## src/rtl/core/assert_macros.svh

```systemverilog
// ---------------------------------------------------------------------------
// Assertion macros
// Shared concurrent assertion forms for the line intersection unit.
// ---------------------------------------------------------------------------
`ifndef ASSERT_MACROS_SVH
`define ASSERT_MACROS_SVH

`ifndef NO_ASSERTIONS

// Same-cycle implication, disabled while reset is asserted.
`define PLI_ASSERT_IMPLY(lbl, clk, rstn, ante, cons) \
	lbl: assert property (@(posedge clk) disable iff (!(rstn)) (ante) |-> (cons)) \
		else $error("implication check failed");

// Next-cycle implication, disabled while reset is asserted.
`define PLI_ASSERT_NEXT(lbl, clk, rstn, ante, cons) \
	lbl: assert property (@(posedge clk) disable iff (!(rstn)) (ante) |=> (cons)) \
		else $error("next-cycle check failed");

`else

`define PLI_ASSERT_IMPLY(lbl, clk, rstn, ante, cons)
`define PLI_ASSERT_NEXT(lbl, clk, rstn, ante, cons)

`endif

`endif

```

## src/rtl/core/pli_pkg.sv

```systemverilog
// ---------------------------------------------------------------------------
// Paired line intersection package
// Widths, codes, command and status types, and the multiply sequence table.
// ---------------------------------------------------------------------------
`timescale 1ns / 1ps
`default_nettype none

package pli_pkg;

	localparam int COORD_WIDTH = 24;
	// Point differences and multiplier operands.
	localparam int DIFF_W = COORD_WIDTH + 1;
	localparam int OPND_W = COORD_WIDTH + 1;
	localparam int PROD_W = 2 * OPND_W;
	// Denominator, point cross terms and numerators.
	localparam int D_W = 2 * COORD_WIDTH + 3;
	localparam int A_W = 2 * COORD_WIDTH + 1;
	localparam int N_W = 3 * COORD_WIDTH + 1;
	localparam int ACC_W = 3 * COORD_WIDTH + 3;
	localparam int CNT_W = $clog2(COORD_WIDTH);

	localparam int NUM_STEPS = 14;
	localparam int STEP_W = $clog2(NUM_STEPS);

	localparam logic [1:0] ST_OK = 2'd0;
	localparam logic [1:0] ST_DEGEN = 2'd1;
	localparam logic [1:0] ST_SAT = 2'd2;

	typedef enum logic [3:0] {
		MS_DX12_DY34,
		MS_DY12_DX34,
		MS_X1_Y2,
		MS_Y1_X2,
		MS_X3_Y4,
		MS_Y3_X4,
		MS_ALO_DX34,
		MS_AHI_DX34,
		MS_DX12_BLO,
		MS_DX12_BHI,
		MS_ALO_DY34,
		MS_AHI_DY34,
		MS_DY12_BLO,
		MS_DY12_BHI
	} mul_sel_t;

	typedef enum logic [2:0] {
		DST_NONE,
		DST_D,
		DST_A,
		DST_B,
		DST_NX,
		DST_NY
	} acc_dst_t;

	typedef struct packed {
		mul_sel_t sel;
		logic     first;
		logic     sub;
		logic     hi;
		acc_dst_t dst;
	} mop_t;

	typedef enum logic [2:0] {
		S_IDLE,
		S_PREP,
		S_MUL,
		S_DRAIN,
		S_DIV_GO,
		S_DIV_WAIT,
		S_FINISH
	} ctrl_state_t;

	typedef enum logic [2:0] {
		DV_IDLE,
		DV_SETUP,
		DV_ITER,
		DV_FIX,
		DV_DONE
	} div_state_t;

	typedef struct packed {
		logic              ld_held;
		logic              ld_new;
		logic              prep;
		logic              mul_en;
		logic [STEP_W-1:0] step;
		logic              div_start;
		logic              out_load;
		logic              out_degen;
	} dp_cmd_t;

	typedef struct packed {
		logic d_zero;
		logic div_done;
	} dp_stat_t;

	// One multiply per step. Wide terms are split at COORD_WIDTH into a low
	// unsigned part and a high signed part that is weighted by 2^COORD_WIDTH.
	function automatic mop_t mop_of(input logic [STEP_W-1:0] step);
		mop_t m;
		m = '{sel: MS_DX12_DY34, first: 1'b1, sub: 1'b0, hi: 1'b0, dst: DST_NONE};
		case (step)
			4'd0:  m = '{MS_DX12_DY34, 1'b1, 1'b0, 1'b0, DST_NONE};
			4'd1:  m = '{MS_DY12_DX34, 1'b0, 1'b1, 1'b0, DST_D};
			4'd2:  m = '{MS_X1_Y2,     1'b1, 1'b0, 1'b0, DST_NONE};
			4'd3:  m = '{MS_Y1_X2,     1'b0, 1'b1, 1'b0, DST_A};
			4'd4:  m = '{MS_X3_Y4,     1'b1, 1'b0, 1'b0, DST_NONE};
			4'd5:  m = '{MS_Y3_X4,     1'b0, 1'b1, 1'b0, DST_B};
			4'd6:  m = '{MS_ALO_DX34,  1'b1, 1'b0, 1'b0, DST_NONE};
			4'd7:  m = '{MS_AHI_DX34,  1'b0, 1'b0, 1'b1, DST_NONE};
			4'd8:  m = '{MS_DX12_BLO,  1'b0, 1'b1, 1'b0, DST_NONE};
			4'd9:  m = '{MS_DX12_BHI,  1'b0, 1'b1, 1'b1, DST_NX};
			4'd10: m = '{MS_ALO_DY34,  1'b1, 1'b0, 1'b0, DST_NONE};
			4'd11: m = '{MS_AHI_DY34,  1'b0, 1'b0, 1'b1, DST_NONE};
			4'd12: m = '{MS_DY12_BLO,  1'b0, 1'b1, 1'b0, DST_NONE};
			4'd13: m = '{MS_DY12_BHI,  1'b0, 1'b1, 1'b1, DST_NY};
			default: m = '{MS_DX12_DY34, 1'b1, 1'b0, 1'b0, DST_NONE};
		endcase
		return m;
	endfunction

endpackage

`default_nettype wire

```

## src/rtl/core/pli_div.sv

```systemverilog
// ---------------------------------------------------------------------------
// Saturating divider
// Restoring division, one quotient bit per cycle, truncating toward zero and
// clamping the quotient to the signed coordinate range.
// ---------------------------------------------------------------------------
`timescale 1ns / 1ps
`default_nettype none

module pli_div (
	input  wire logic                                  clk,
	input  wire logic                                  arst_n,
	input  wire logic                                  start,
	input  wire logic signed [pli_pkg::N_W-1:0]        num,
	input  wire logic signed [pli_pkg::D_W-1:0]        den,
	output logic                                       done,
	output logic                                       sat,
	output logic signed [pli_pkg::COORD_WIDTH-1:0]     quo
);

	`include "assert_macros.svh"

	pli_pkg::div_state_t state_q, state_d;

	logic [pli_pkg::N_W-1:0]         nmag_q;
	logic [pli_pkg::D_W-1:0]         dmag_q;
	logic                            neg_q;
	logic                            ovf_q;
	logic [pli_pkg::D_W-1:0]         rem_q;
	logic [pli_pkg::COORD_WIDTH-1:0] lo_q;
	logic [pli_pkg::CNT_W-1:0]       cnt_q;
	logic                            sat_q;
	logic [pli_pkg::COORD_WIDTH-1:0] quo_q;

	logic [pli_pkg::N_W-1:0]         nmag_c;
	logic [pli_pkg::D_W-1:0]         dmag_c;
	logic [pli_pkg::D_W-1:0]         num_hi;
	logic [pli_pkg::D_W:0]           trial;
	logic [pli_pkg::D_W:0]           diff;
	logic                            ge;
	logic [pli_pkg::COORD_WIDTH-1:0] lim;
	logic                            clamp;
	logic [pli_pkg::COORD_WIDTH-1:0] mag;
	logic                            last;

	assign nmag_c = num[pli_pkg::N_W-1] ? pli_pkg::N_W'(-num) : pli_pkg::N_W'(num);
	assign dmag_c = den[pli_pkg::D_W-1] ? pli_pkg::D_W'(-den) : pli_pkg::D_W'(den);

	// The upper part of the numerator seeds the remainder; if it already
	// reaches the divisor, the quotient cannot fit the coordinate range.
	assign num_hi = pli_pkg::D_W'(nmag_q[pli_pkg::N_W-1:pli_pkg::COORD_WIDTH]);

	assign trial = {rem_q, lo_q[pli_pkg::COORD_WIDTH-1]};
	assign diff  = trial - {1'b0, dmag_q};
	assign ge    = (trial >= {1'b0, dmag_q});
	assign last  = (cnt_q == pli_pkg::CNT_W'(pli_pkg::COORD_WIDTH - 1));

	assign lim   = {1'b0, {(pli_pkg::COORD_WIDTH-1){1'b1}}} + pli_pkg::COORD_WIDTH'(neg_q);
	assign clamp = ovf_q || (lo_q > lim);
	assign mag   = clamp ? lim : lo_q;

	always_comb begin
		state_d = state_q;
		case (state_q)
			pli_pkg::DV_IDLE:  state_d = pli_pkg::DV_IDLE;
			pli_pkg::DV_SETUP: state_d = pli_pkg::DV_ITER;
			pli_pkg::DV_ITER:  state_d = last ? pli_pkg::DV_FIX : pli_pkg::DV_ITER;
			pli_pkg::DV_FIX:   state_d = pli_pkg::DV_DONE;
			pli_pkg::DV_DONE:  state_d = pli_pkg::DV_DONE;
			default:           state_d = pli_pkg::DV_IDLE;
		endcase
		if (start) begin
			state_d = pli_pkg::DV_SETUP;
		end
	end

	always_ff @(posedge clk or negedge arst_n) begin
		if (!arst_n) begin
			state_q <= pli_pkg::DV_IDLE;
		end else begin
			state_q <= state_d;
		end
	end

	always_ff @(posedge clk) begin
		if (start) begin
			nmag_q <= nmag_c;
			dmag_q <= dmag_c;
			neg_q  <= num[pli_pkg::N_W-1] ^ den[pli_pkg::D_W-1];
		end
		case (state_q)
			pli_pkg::DV_SETUP: begin
				ovf_q <= (num_hi >= dmag_q);
				rem_q <= num_hi;
				lo_q  <= nmag_q[pli_pkg::COORD_WIDTH-1:0];
				cnt_q <= '0;
			end
			pli_pkg::DV_ITER: begin
				// The numerator bits shift out of lo_q as quotient bits shift in.
				rem_q <= ge ? diff[pli_pkg::D_W-1:0] : trial[pli_pkg::D_W-1:0];
				lo_q  <= {lo_q[pli_pkg::COORD_WIDTH-2:0], ge};
				cnt_q <= cnt_q + 1'b1;
			end
			pli_pkg::DV_FIX: begin
				sat_q <= clamp;
				quo_q <= neg_q ? -mag : mag;
			end
			default: begin
			end
		endcase
	end

	assign done = (state_q == pli_pkg::DV_DONE);
	assign sat  = sat_q;
	assign quo  = $signed(quo_q);

	`PLI_ASSERT_NEXT(a_start_setup, clk, arst_n, start, state_q == pli_pkg::DV_SETUP)
	`PLI_ASSERT_IMPLY(a_rem_below_div, clk, arst_n, state_q == pli_pkg::DV_ITER && !ovf_q, rem_q < dmag_q)
	`PLI_ASSERT_IMPLY(a_quo_sign, clk, arst_n, state_q == pli_pkg::DV_DONE && quo_q != '0, quo_q[pli_pkg::COORD_WIDTH-1] == neg_q)

endmodule

`default_nettype wire

```

## src/rtl/core/pli_dpath.sv

```systemverilog
// ---------------------------------------------------------------------------
// Line intersection datapath
// Point registers, one shared signed multiplier with an accumulator, the
// cross-product terms, two dividers and the result register.
// ---------------------------------------------------------------------------
`timescale 1ns / 1ps
`default_nettype none

module pli_dpath (
	input  wire logic                                    clk,
	input  wire logic                                    arst_n,
	input  wire pli_pkg::dp_cmd_t                        cmd,
	output pli_pkg::dp_stat_t                            stat,
	input  wire logic signed [pli_pkg::COORD_WIDTH-1:0]  x_first,
	input  wire logic signed [pli_pkg::COORD_WIDTH-1:0]  y_first,
	input  wire logic signed [pli_pkg::COORD_WIDTH-1:0]  x_second,
	input  wire logic signed [pli_pkg::COORD_WIDTH-1:0]  y_second,
	output logic signed [pli_pkg::COORD_WIDTH-1:0]       x_cross,
	output logic signed [pli_pkg::COORD_WIDTH-1:0]       y_cross,
	output logic [1:0]                                   status
);

	logic signed [pli_pkg::COORD_WIDTH-1:0] x1_q, y1_q, x2_q, y2_q;
	logic signed [pli_pkg::COORD_WIDTH-1:0] x3_q, y3_q, x4_q, y4_q;
	logic signed [pli_pkg::DIFF_W-1:0]      dx12_q, dy12_q, dx34_q, dy34_q;
	logic signed [pli_pkg::D_W-1:0]         d_q;
	logic signed [pli_pkg::A_W-1:0]         a_q, b_q;
	logic signed [pli_pkg::N_W-1:0]         nx_q, ny_q;
	logic signed [pli_pkg::ACC_W-1:0]       acc_q;

	logic signed [pli_pkg::PROD_W-1:0]      prod_s1;
	pli_pkg::mop_t                          mop_s1;
	logic                                   mul_v_s1;

	pli_pkg::mop_t                          mop;
	logic signed [pli_pkg::OPND_W-1:0]      opa, opb;
	logic signed [pli_pkg::OPND_W-1:0]      alo, ahi, blo, bhi;
	logic signed [pli_pkg::PROD_W-1:0]      prod;
	logic signed [pli_pkg::ACC_W-1:0]       term, shifted, base, acc_nx;

	logic                                   dx_done, dy_done, sx, sy;
	logic signed [pli_pkg::COORD_WIDTH-1:0] qx, qy;

	logic signed [pli_pkg::COORD_WIDTH-1:0] x_cross_q, y_cross_q;
	logic [1:0]                             status_q;

	always_ff @(posedge clk) begin
		if (cmd.ld_held) begin
			x1_q <= x_first;
			y1_q <= y_first;
			x2_q <= x_second;
			y2_q <= y_second;
		end
		if (cmd.ld_new) begin
			x3_q <= x_first;
			y3_q <= y_first;
			x4_q <= x_second;
			y4_q <= y_second;
		end
		if (cmd.prep) begin
			dx12_q <= pli_pkg::DIFF_W'(x1_q) - pli_pkg::DIFF_W'(x2_q);
			dy12_q <= pli_pkg::DIFF_W'(y1_q) - pli_pkg::DIFF_W'(y2_q);
			dx34_q <= pli_pkg::DIFF_W'(x3_q) - pli_pkg::DIFF_W'(x4_q);
			dy34_q <= pli_pkg::DIFF_W'(y3_q) - pli_pkg::DIFF_W'(y4_q);
		end
	end

	assign alo = $signed({1'b0, a_q[pli_pkg::COORD_WIDTH-1:0]});
	assign ahi = $signed(a_q[pli_pkg::A_W-1:pli_pkg::COORD_WIDTH]);
	assign blo = $signed({1'b0, b_q[pli_pkg::COORD_WIDTH-1:0]});
	assign bhi = $signed(b_q[pli_pkg::A_W-1:pli_pkg::COORD_WIDTH]);

	always_comb begin
		mop = pli_pkg::mop_of(cmd.step);
		opa = dx12_q;
		opb = dy34_q;
		case (mop.sel)
			pli_pkg::MS_DX12_DY34: begin opa = dx12_q; opb = dy34_q; end
			pli_pkg::MS_DY12_DX34: begin opa = dy12_q; opb = dx34_q; end
			pli_pkg::MS_X1_Y2: begin
				opa = pli_pkg::OPND_W'(x1_q);
				opb = pli_pkg::OPND_W'(y2_q);
			end
			pli_pkg::MS_Y1_X2: begin
				opa = pli_pkg::OPND_W'(y1_q);
				opb = pli_pkg::OPND_W'(x2_q);
			end
			pli_pkg::MS_X3_Y4: begin
				opa = pli_pkg::OPND_W'(x3_q);
				opb = pli_pkg::OPND_W'(y4_q);
			end
			pli_pkg::MS_Y3_X4: begin
				opa = pli_pkg::OPND_W'(y3_q);
				opb = pli_pkg::OPND_W'(x4_q);
			end
			pli_pkg::MS_ALO_DX34:  begin opa = alo; opb = dx34_q; end
			pli_pkg::MS_AHI_DX34:  begin opa = ahi; opb = dx34_q; end
			pli_pkg::MS_DX12_BLO:  begin opa = dx12_q; opb = blo; end
			pli_pkg::MS_DX12_BHI:  begin opa = dx12_q; opb = bhi; end
			pli_pkg::MS_ALO_DY34:  begin opa = alo; opb = dy34_q; end
			pli_pkg::MS_AHI_DY34:  begin opa = ahi; opb = dy34_q; end
			pli_pkg::MS_DY12_BLO:  begin opa = dy12_q; opb = blo; end
			pli_pkg::MS_DY12_BHI:  begin opa = dy12_q; opb = bhi; end
			default:               begin opa = dx12_q; opb = dy34_q; end
		endcase
	end

	assign prod = opa * opb;

	always_ff @(posedge clk or negedge arst_n) begin
		if (!arst_n) begin
			mul_v_s1 <= 1'b0;
		end else begin
			mul_v_s1 <= cmd.mul_en;
		end
	end

	always_ff @(posedge clk) begin
		prod_s1 <= prod;
		mop_s1  <= mop;
	end

	// Accumulate stage: a high partial product carries weight 2^COORD_WIDTH.
	assign term    = pli_pkg::ACC_W'(prod_s1);
	assign shifted = mop_s1.hi ? (term <<< pli_pkg::COORD_WIDTH) : term;
	assign base    = mop_s1.first ? '0 : acc_q;
	assign acc_nx  = mop_s1.sub ? (base - shifted) : (base + shifted);

	always_ff @(posedge clk) begin
		if (mul_v_s1) begin
			acc_q <= acc_nx;
			case (mop_s1.dst)
				pli_pkg::DST_D:  d_q  <= acc_nx[pli_pkg::D_W-1:0];
				pli_pkg::DST_A:  a_q  <= acc_nx[pli_pkg::A_W-1:0];
				pli_pkg::DST_B:  b_q  <= acc_nx[pli_pkg::A_W-1:0];
				pli_pkg::DST_NX: nx_q <= acc_nx[pli_pkg::N_W-1:0];
				pli_pkg::DST_NY: ny_q <= acc_nx[pli_pkg::N_W-1:0];
				default: begin
				end
			endcase
		end
	end

	pli_div u_div_x (
		.clk    (clk),
		.arst_n (arst_n),
		.start  (cmd.div_start),
		.num    (nx_q),
		.den    (d_q),
		.done   (dx_done),
		.sat    (sx),
		.quo    (qx)
	);

	pli_div u_div_y (
		.clk    (clk),
		.arst_n (arst_n),
		.start  (cmd.div_start),
		.num    (ny_q),
		.den    (d_q),
		.done   (dy_done),
		.sat    (sy),
		.quo    (qy)
	);

	assign stat.d_zero   = (d_q == '0);
	assign stat.div_done = dx_done && dy_done;

	always_ff @(posedge clk) begin
		if (cmd.out_load) begin
			if (cmd.out_degen) begin
				x_cross_q <= '0;
				y_cross_q <= '0;
				status_q  <= pli_pkg::ST_DEGEN;
			end else begin
				x_cross_q <= qx;
				y_cross_q <= qy;
				status_q  <= (sx || sy) ? pli_pkg::ST_SAT : pli_pkg::ST_OK;
			end
		end
	end

	assign x_cross = x_cross_q;
	assign y_cross = y_cross_q;
	assign status  = status_q;

endmodule

`default_nettype wire

```

## src/rtl/core/pli_ctrl.sv

```systemverilog
// ---------------------------------------------------------------------------
// Line intersection controller
// Pairs events, steps the multiply sequence, starts the dividers and hands
// the finished result to the output register.
// ---------------------------------------------------------------------------
`timescale 1ns / 1ps
`default_nettype none

module pli_ctrl (
	input  wire logic              clk,
	input  wire logic              arst_n,
	input  wire logic              evt_valid,
	output logic                   evt_ready,
	output logic                   res_valid,
	input  wire logic              res_ready,
	output pli_pkg::dp_cmd_t       cmd,
	input  wire pli_pkg::dp_stat_t stat
);

	`include "assert_macros.svh"

	pli_pkg::ctrl_state_t         state_q, state_d;
	logic                         phase_q, phase_d;
	logic [pli_pkg::STEP_W-1:0]   step_q, step_d;
	logic                         degen_q, degen_d;
	logic                         res_valid_q, res_valid_d;
	logic                         last_step;

	assign last_step = (step_q == pli_pkg::STEP_W'(pli_pkg::NUM_STEPS - 1));

	always_comb begin
		state_d   = state_q;
		phase_d   = phase_q;
		step_d    = step_q;
		degen_d   = degen_q;
		cmd       = '0;
		evt_ready = 1'b0;
		case (state_q)
			pli_pkg::S_IDLE: begin
				evt_ready = 1'b1;
				if (evt_valid) begin
					if (!phase_q) begin
						cmd.ld_held = 1'b1;
						phase_d     = 1'b1;
					end else begin
						cmd.ld_new = 1'b1;
						phase_d    = 1'b0;
						state_d    = pli_pkg::S_PREP;
					end
				end
			end
			pli_pkg::S_PREP: begin
				cmd.prep = 1'b1;
				step_d   = '0;
				state_d  = pli_pkg::S_MUL;
			end
			pli_pkg::S_MUL: begin
				cmd.mul_en = 1'b1;
				cmd.step   = step_q;
				if (last_step) begin
					state_d = pli_pkg::S_DRAIN;
				end else begin
					step_d = step_q + 1'b1;
				end
			end
			pli_pkg::S_DRAIN: begin
				// The last numerator lands here; the denominator settled earlier.
				degen_d = stat.d_zero;
				state_d = stat.d_zero ? pli_pkg::S_FINISH : pli_pkg::S_DIV_GO;
			end
			pli_pkg::S_DIV_GO: begin
				cmd.div_start = 1'b1;
				state_d       = pli_pkg::S_DIV_WAIT;
			end
			pli_pkg::S_DIV_WAIT: begin
				if (stat.div_done) begin
					state_d = pli_pkg::S_FINISH;
				end
			end
			pli_pkg::S_FINISH: begin
				if (!res_valid_q || res_ready) begin
					cmd.out_load  = 1'b1;
					cmd.out_degen = degen_q;
					state_d       = pli_pkg::S_IDLE;
				end
			end
			default: begin
				state_d = pli_pkg::S_IDLE;
			end
		endcase
	end

	always_comb begin
		res_valid_d = res_valid_q;
		if (cmd.out_load) begin
			res_valid_d = 1'b1;
		end else if (res_ready) begin
			res_valid_d = 1'b0;
		end
	end

	always_ff @(posedge clk or negedge arst_n) begin
		if (!arst_n) begin
			state_q     <= pli_pkg::S_IDLE;
			phase_q     <= 1'b0;
			step_q      <= '0;
			degen_q     <= 1'b0;
			res_valid_q <= 1'b0;
		end else begin
			state_q     <= state_d;
			phase_q     <= phase_d;
			step_q      <= step_d;
			degen_q     <= degen_d;
			res_valid_q <= res_valid_d;
		end
	end

	assign res_valid = res_valid_q;

	`PLI_ASSERT_NEXT(a_pair_start, clk, arst_n, evt_valid && evt_ready && phase_q, state_q == pli_pkg::S_PREP && !phase_q)
	`PLI_ASSERT_NEXT(a_seq_end, clk, arst_n, state_q == pli_pkg::S_MUL && last_step, state_q == pli_pkg::S_DRAIN)
	`PLI_ASSERT_IMPLY(a_busy_phase, clk, arst_n, state_q != pli_pkg::S_IDLE, !phase_q)
	`PLI_ASSERT_NEXT(a_div_finish, clk, arst_n, state_q == pli_pkg::S_DIV_WAIT && stat.div_done, state_q == pli_pkg::S_FINISH)

endmodule

`default_nettype wire

```

## src/rtl/core/paired_line_intersection_unit.sv

```systemverilog
// ---------------------------------------------------------------------------
// Paired line intersection unit
// Takes two-point events in pairs and returns the crossing point of the two
// lines, with flags for parallel lines and saturated coordinates.
// ---------------------------------------------------------------------------
//  Channel  Handshake              Payload
//  event    evt_valid/evt_ready    x_first, y_first, x_second, y_second
//  result   res_valid/res_ready    x_cross, y_cross, status
//
//  The first event of a pair is taken while the unit is idle and yields no result.
//  The second event's result becomes valid when the next request can also be
//  taken: fourteen steps on the shared 25x25 multiplier, then the two
//  restoring dividers, one quotient bit per cycle, run side by side.
//  A parallel or degenerate pair skips the dividers and finishes early.
//  A finished result waits in the output register while new requests are
//  taken; the unit stalls before loading the next result until it is free.
//  Reset is asynchronous and clears the pairing phase and all control state.
// ---------------------------------------------------------------------------
`timescale 1ns / 1ps
`default_nettype none

module paired_line_intersection_unit (
	input  wire logic                                    clk,
	input  wire logic                                    arst_n,
	input  wire logic                                    evt_valid,
	output logic                                         evt_ready,
	input  wire logic signed [pli_pkg::COORD_WIDTH-1:0]  x_first,
	input  wire logic signed [pli_pkg::COORD_WIDTH-1:0]  y_first,
	input  wire logic signed [pli_pkg::COORD_WIDTH-1:0]  x_second,
	input  wire logic signed [pli_pkg::COORD_WIDTH-1:0]  y_second,
	output logic                                         res_valid,
	input  wire logic                                    res_ready,
	output logic signed [pli_pkg::COORD_WIDTH-1:0]       x_cross,
	output logic signed [pli_pkg::COORD_WIDTH-1:0]       y_cross,
	output logic [1:0]                                   status
);

	pli_pkg::dp_cmd_t  cmd;
	pli_pkg::dp_stat_t stat;

	pli_ctrl u_ctrl (
		.clk       (clk),
		.arst_n    (arst_n),
		.evt_valid (evt_valid),
		.evt_ready (evt_ready),
		.res_valid (res_valid),
		.res_ready (res_ready),
		.cmd       (cmd),
		.stat      (stat)
	);

	pli_dpath u_dpath (
		.clk      (clk),
		.arst_n   (arst_n),
		.cmd      (cmd),
		.stat     (stat),
		.x_first  (x_first),
		.y_first  (y_first),
		.x_second (x_second),
		.y_second (y_second),
		.x_cross  (x_cross),
		.y_cross  (y_cross),
		.status   (status)
	);

endmodule

`default_nettype wire
```

## config.mk

```make
export PLATFORM = sky130hd
export DESIGN_NAME = paired_line_intersection_unit
export DESIGN_NICKNAME = d
export VERILOG_FILES = /design/src/rtl/core/pli_pkg.sv /design/src/rtl/core/pli_div.sv /design/src/rtl/core/pli_dpath.sv /design/src/rtl/core/pli_ctrl.sv /design/src/rtl/core/paired_line_intersection_unit.sv
export VERILOG_INCLUDE_DIRS = /design/src /design/src/rtl/core
export SDC_FILE = /design/constraint.sdc
export NUM_CORES = 2
export LEC_CHECK = 0
export BUFFER_PORTS_ARGS = -buffer_cell sky130_fd_sc_hd__buf_2
export CAP_MARGIN = 15
export CORE_MARGIN = 5
export CORE_UTILIZATION = 50
export DETAILED_ROUTE_END_ITERATION = 6
export HOLD_SLACK_MARGIN = 0.06
export MAX_ROUTING_LAYER = met4
export PLACE_DENSITY = 0.73
export SLEW_MARGIN = 20
export SYNTH_ARGS = -nofsm -noshare
export SYNTH_HDL_FRONTEND = slang
export SYNTH_HIERARCHICAL = 1
export SYNTH_SLANG_ARGS = --single-unit
```

## constraint.sdc

```tcl
create_clock -name clk -period 20.7 [get_ports clk]
set_input_delay 1.035 -clock clk [delete_from_list [all_inputs] [get_ports clk]]
set_output_delay 1.035 -clock clk [all_outputs]
set_load 0.01 [all_outputs]
```

# Yosys cells after proc, flatten, opt, wreduce, memory -nomap -nowiden
# Memories as Yosys holds them, arrays and structs flattened.
# Index checks and enable logic that the tools add are counted.
[totals]
word_cells = 199
mem_bits_ro = 160
regBits = 1196
n_memories = 1
output_inout_bits = 52
[classes]
bitwise = 2
n_mux = 48
reduce_logical = 28
n_lt_le_gt_ge = 6
n_addsub = 18
n_eq_ne = 41
n_mul = 1
[mem_list]
columns = ["memory", "depth", "width", "rd", "rd_ports_with_merged_regs", "write_ports", "line", "source"]
rows = [
  ["(no name shown)", 16, 10, 1, 0, 0, "pli_pkg.sv:102", "case (step)"],
]
[op_table]
columns = ["op", "n"]
rows = [
  ["$pmux W25 S7", 2],
  ["$pmux W51 S2", 2],
  ["$mux W75", 2],
  ["$neg A73 Y73", 2],
  ["$mux W72", 2],
  ["$ge A52 B51 Y1", 2],
  ["$ge A49 B51 Y1", 2],
  ["$mux W51", 2],
  ["$sub A51 B51 Y51", 2],
  ["$sub A24 B24 Y25", 4],
  ["$mux W24", 4],
  ["$pmux W24 S2", 2],
  ["$add A75 B74 Y75", 1],
  ["$sub A75 B74 Y75", 1],
  ["$mux W73", 1],
  ["$logic_not A51 Y1", 1],
  ["$neg A51 Y51", 1],
  ["$mul A25 B25 Y50", 1],
  ["$mux W50", 1],
  ["$add A23 B1 Y24 const A", 2],
  ["$gt A24 B24 Y1", 2],
  ["$neg A24 Y24", 2],
  ["$eq A4 B4 Y1 const B", 7],
  ["$eq A3 B2 Y1 const B", 8],
  ["29 further kinds", 88],
]

# Longest topological paths before layout
# An unclocked memory read counts as a cell.
[depth]
depth_word = 7
ltp_mapped = 39
ltp_nobuf = 34

# Hierarchy
# Netlist, hierarchy kept.
[by_module_without_submodules]
columns = ["module", "area_per_inst_um2", "cells_per_inst", "n_inst", "seq_area_each_um2"]
rows = [
  ["pli_dpath", 59975.0, 5588, 1, 22466.5],
  ["pli_div at u_dpath.u_div_x", 16439.5, 1689, 1, 7011.7],
  ["pli_div at u_dpath.u_div_y", 16389.5, 1700, 1, 7011.7],
  ["pli_ctrl", 620.6, 61, 1, 250.2],
]

# Worst setup path after synthesis
# No wires, ideal clock.
[synth_path]
path_kind = "reg-to-reg"
startpoint = "reg u_ctrl.state_q[0]"
endpoint = "reg u_dpath.u_div_x.state_q[0]"
slack_ps = 421
setup_ps = 183
stages_incl_launch_ff = 4
arrival_time_ps = 20097
path_buffers = 1
synth_period_minus_slack_ps = 20279
path_cell_list = "dfrtp_1 buf_6 nor3b_1 o21bai_1"
[synth_rtl]
columns = ["element", "line", "source"]
rows = [
  ["from (decl)", "pli_ctrl.sv:22", "pli_pkg::ctrl_state_t state_q, state_d;"],
  ["from (signal assigned)", "pli_ctrl.sv:104", "state_q <= pli_pkg::S_IDLE;"],
  ["from (signal assigned)", "pli_ctrl.sv:110", "state_q <= state_d;"],
  ["to (signal assigned)", "pli_div.sv:78", "state_q <= pli_pkg::DV_IDLE;"],
  ["to (signal assigned)", "pli_div.sv:80", "state_q <= state_d;"],
  ["to (decl)", "pli_div.sv:22", "pli_pkg::div_state_t state_q, state_d;"],
]

==> flow_metrics.tcl <==
set metrics [dict create \
    place.port_buffers 151 \
    dominant_cell_type_by_count_on_the_critical_path "fa_1" \
    run_status "finished clean" \
    postCtsSetupRepairBufs 0 \
    ys.warnings.count 6 \
    ioPinCount 152 \
    critPathArrivalTime_ns 11.59 \
    clkSinkCount 1245 \
    clkLatencyLatePin_ns 0.80 \
    area_delta_synth_final_pct 8.96 \
    worst_setup_path_start_kind "flip-flop" \
    route.vias.total 70499 \
    final_setup_violation_count 0 \
    finish.utilization 0.548 \
    max_slew.worst_pin.slew_ns 1.27 \
    detail_route.first_pass.iterations 7 \
    grt_util_all_layers 0.293 \
    maxSlewHeadroom 0.150 \
    grt_overflow 0 \
    ys_seq_elements 1245 \
    cts_resized 0 \
    drt.antenna.violating_nets 0 \
    initial_antenna_violation_count 4 \
    per_cell_routed_wire_length_um 24.2 \
    cts_root_buffer "clkbuf_16" \
    timing.max_cap.violations 0 \
    grt_setup_unrepaired "false" \
    finalWirelength_mm 283 \
    grt_max_degree 88 \
    layout_min_cycle_time_ns 10.90 \
    finalCritPeriodShare 0.527 \
    rows 158 \
    yosys-top-cells-count "edfxtp_1 (1,172), inv_1 (1,056), nand2_1 (953)" \
    critical_path.max_stage_delay_ns 1.09 \
    setup-tns-final_ns 0 \
    longest_clk_path_bufs 3 \
    synth_top_cell_by_area "edfxtp_1" \
    mapped_avg_cell_area_um2 10.3 \
    hold_path_class "input pin to async pin" \
    cpMaxStageDelayCell "fa_1" \
    drive_gt1_frac 0.0749 \
    h-tree-depth 4 \
    globalplace.congestion 1.01 \
    cts.reportedPaths.clkPinSlew_ns 0.06 \
    drt_first_iter_violations 7426 \
    drc 0 \
    place.detailed.hpwl_mm 220 \
    synth-main-ff-cell "edfxtp_1" \
    synth_enable_flop_cells 1172 \
    netlist_instances 9038 \
    ys_seq_area_frac 0.393 \
    critical_path_peak_fanout 48 \
    via_per_inst 6.01 \
    design.final.nets 10464 \
    synthDistinctLibCells 134 \
    yosys.cell_count.top_type "edfxtp_1" \
    holdBufCountCts 0 \
    first_global_vias 70389 \
    synth-async-reset-ratio 0.0137 \
    die_width_um 442 \
    post_synth_main_area_contributors "edfxtp_1 (38%), fa_1 (14%), ha_1 (7.6%)" \
    die-area_mm2 0.196 \
    clock_tree_from_tritoncts "yes" \
    achievable-frequency_mhz 91.7 \
    report.final.hold_viol_count 0 \
    core_area_mm2 0.186 \
    end_kind "flip-flop" \
    first_pass_grt_wire_length_mm 428 \
    initial_utilization 0.503 \
    criticalPathCategory "flip-flop to flip-flop" \
    syn-cell-area_mm2 0.0934 \
    portion_of_synthesized_cell_area_occupied_by_the_leading_cell_type 0.377 \
    worstPathRequired_ns 21.39 \
    fin_skew_ns 0.0560 \
    syn-num-nets 10371 \
    cts_buf_count 135 \
    die_h_um 442 \
    timing_max_transition_violations_final 0 \
]
## sequential cells by signal, summed over array words and instances (netlist names), 50 cells and up
register,count
u_dpath/acc_q,73
u_dpath/d_q,51
u_dpath/nx_q,73
u_dpath/ny_q,73
u_dpath/prod_s1,50
u_dpath/u_div_x/dmag_q,51
u_dpath/u_div_x/nmag_q,73
u_dpath/u_div_x/rem_q,51
u_dpath/u_div_y/dmag_q,51
u_dpath/u_div_y/nmag_q,73
u_dpath/u_div_y/rem_q,51
## worst max-delay path: cells and delay by family, from the launching register on
| family | cells | cell delay [ns] |
|---|---|---|
| AND/OR/NAND/NOR | 8 | 2.08 |
| AO/OA/AOI/OAI | 9 | 2.29 |
| flip-flops | 1 | 0.51 |
| buffers and inverters | 6 | 1.21 |
| XOR/XNOR | 1 | 0.14 |
| adder cells (fa/ha/maj) | 8 | 4.52 |
## area by class of cell
cell class | instances | area [um2]
sequential | 1245 | 36800
multi-input combinational | 6392 | 51600
clock inverter | 78 | 940
tap | 2480 | 3100
antenna | 5 | 12.5
clock buffer | 166 | 3560
inverter | 1058 | 3970
fill | 15805 | 83800
timing repair buffer | 299 | 1870
## per-stage QoR
stage	instances	hold slack, ns	instance area [um2]	setup WS [ns]
finish	11723	0.237	102000	9.80
CTS	11718	0.194	102000	9.79
global route	11721	0.221	102000	9.05
global placement	11474	0.500	97300	9.89
detailed placement	11474	0.501	97300	9.85
floorplan	9038	0.467	93400	0.421
## placed cells by master (no fill, tap or decap), types with 30 or more instances in the layout
cell	instances
edfxtp_1	1172
inv_1	1055
nand2_1	952
fa_1	665
nor2_1	620
ha_1	568
a21oi_1	472
xnor2_1	440
o21ai_0	405
nor2b_1	202
a21o_1	199
a22oi_1	156
buf_2	151
buf_4	148
xor2_1	147
nand3_1	137
clkbuf_16	136
nor3_1	125
nand4_1	96
o31ai_1	93
mux2i_1	76
nand2b_1	74
a31oi_1	70
or3_1	55
and2_1	53
dfxtp_1	53
o21bai_1	49
o21a_1	48
a211oi_1	45
o41ai_1	41
or4_1	41
nor4_1	39
a221o_1	34
and3_1	34
a221oi_1	30
## worst paths after layout
| kind | start | end | slack (ns) | cells after the start |
|---|---|---|---|---|
| max | u_ctrl/state_q[1] | u_dpath/prod_s1[49] | 9.80 | 32 |
| min | arst_n | u_dpath/u_div_y/state_q[0] | 0.24 | 1 |
| max reg2reg | u_ctrl/state_q[1] | u_dpath/prod_s1[49] | 9.80 | 32 |
| min reg2reg | u_dpath/u_div_x/nmag_q[16] | u_dpath/u_div_x/lo_q[16] | 0.52 | 2 |
| max in group asynchronous | arst_n | u_dpath/mul_v_s1 | 19.99 | 1 |
| min in group clk | y_second[9] | u_dpath/y4_q[9] | 0.43 | 1 |
## routing by layer
metal	share of wire	wire, um	global-route usage	up-vias
li1	-	-	-	31672
met1	0.40	112000	0.369	34692
met2	0.46	129000	0.455	3375
met3	0.089	25200	0.0549	760
met4	0.058	16500	0.145	0
met5	0	0	-	-
## cell families (layout without fill, tap and decap cells)
family | after synthesis | count (layout) | synth area share
other | 0 | 5 | 0
XOR/XNOR | 594 | 594 | 0.0557
adder cells (fa/ha/maj) | 1233 | 1233 | 0.219
buffers and inverters | 1401 | 1601 | 0.0577
flip-flops | 1245 | 1245 | 0.393
AO/OA/AOI/OAI | 1892 | 1892 | 0.133
multiplexers | 83 | 83 | 0.00901
AND/OR/NAND/NOR | 2590 | 2590 | 0.132
Power is left out: the tool's default activity adds up to more than one toggle a clock period on the data nets, which glitch-free logic cannot reach.
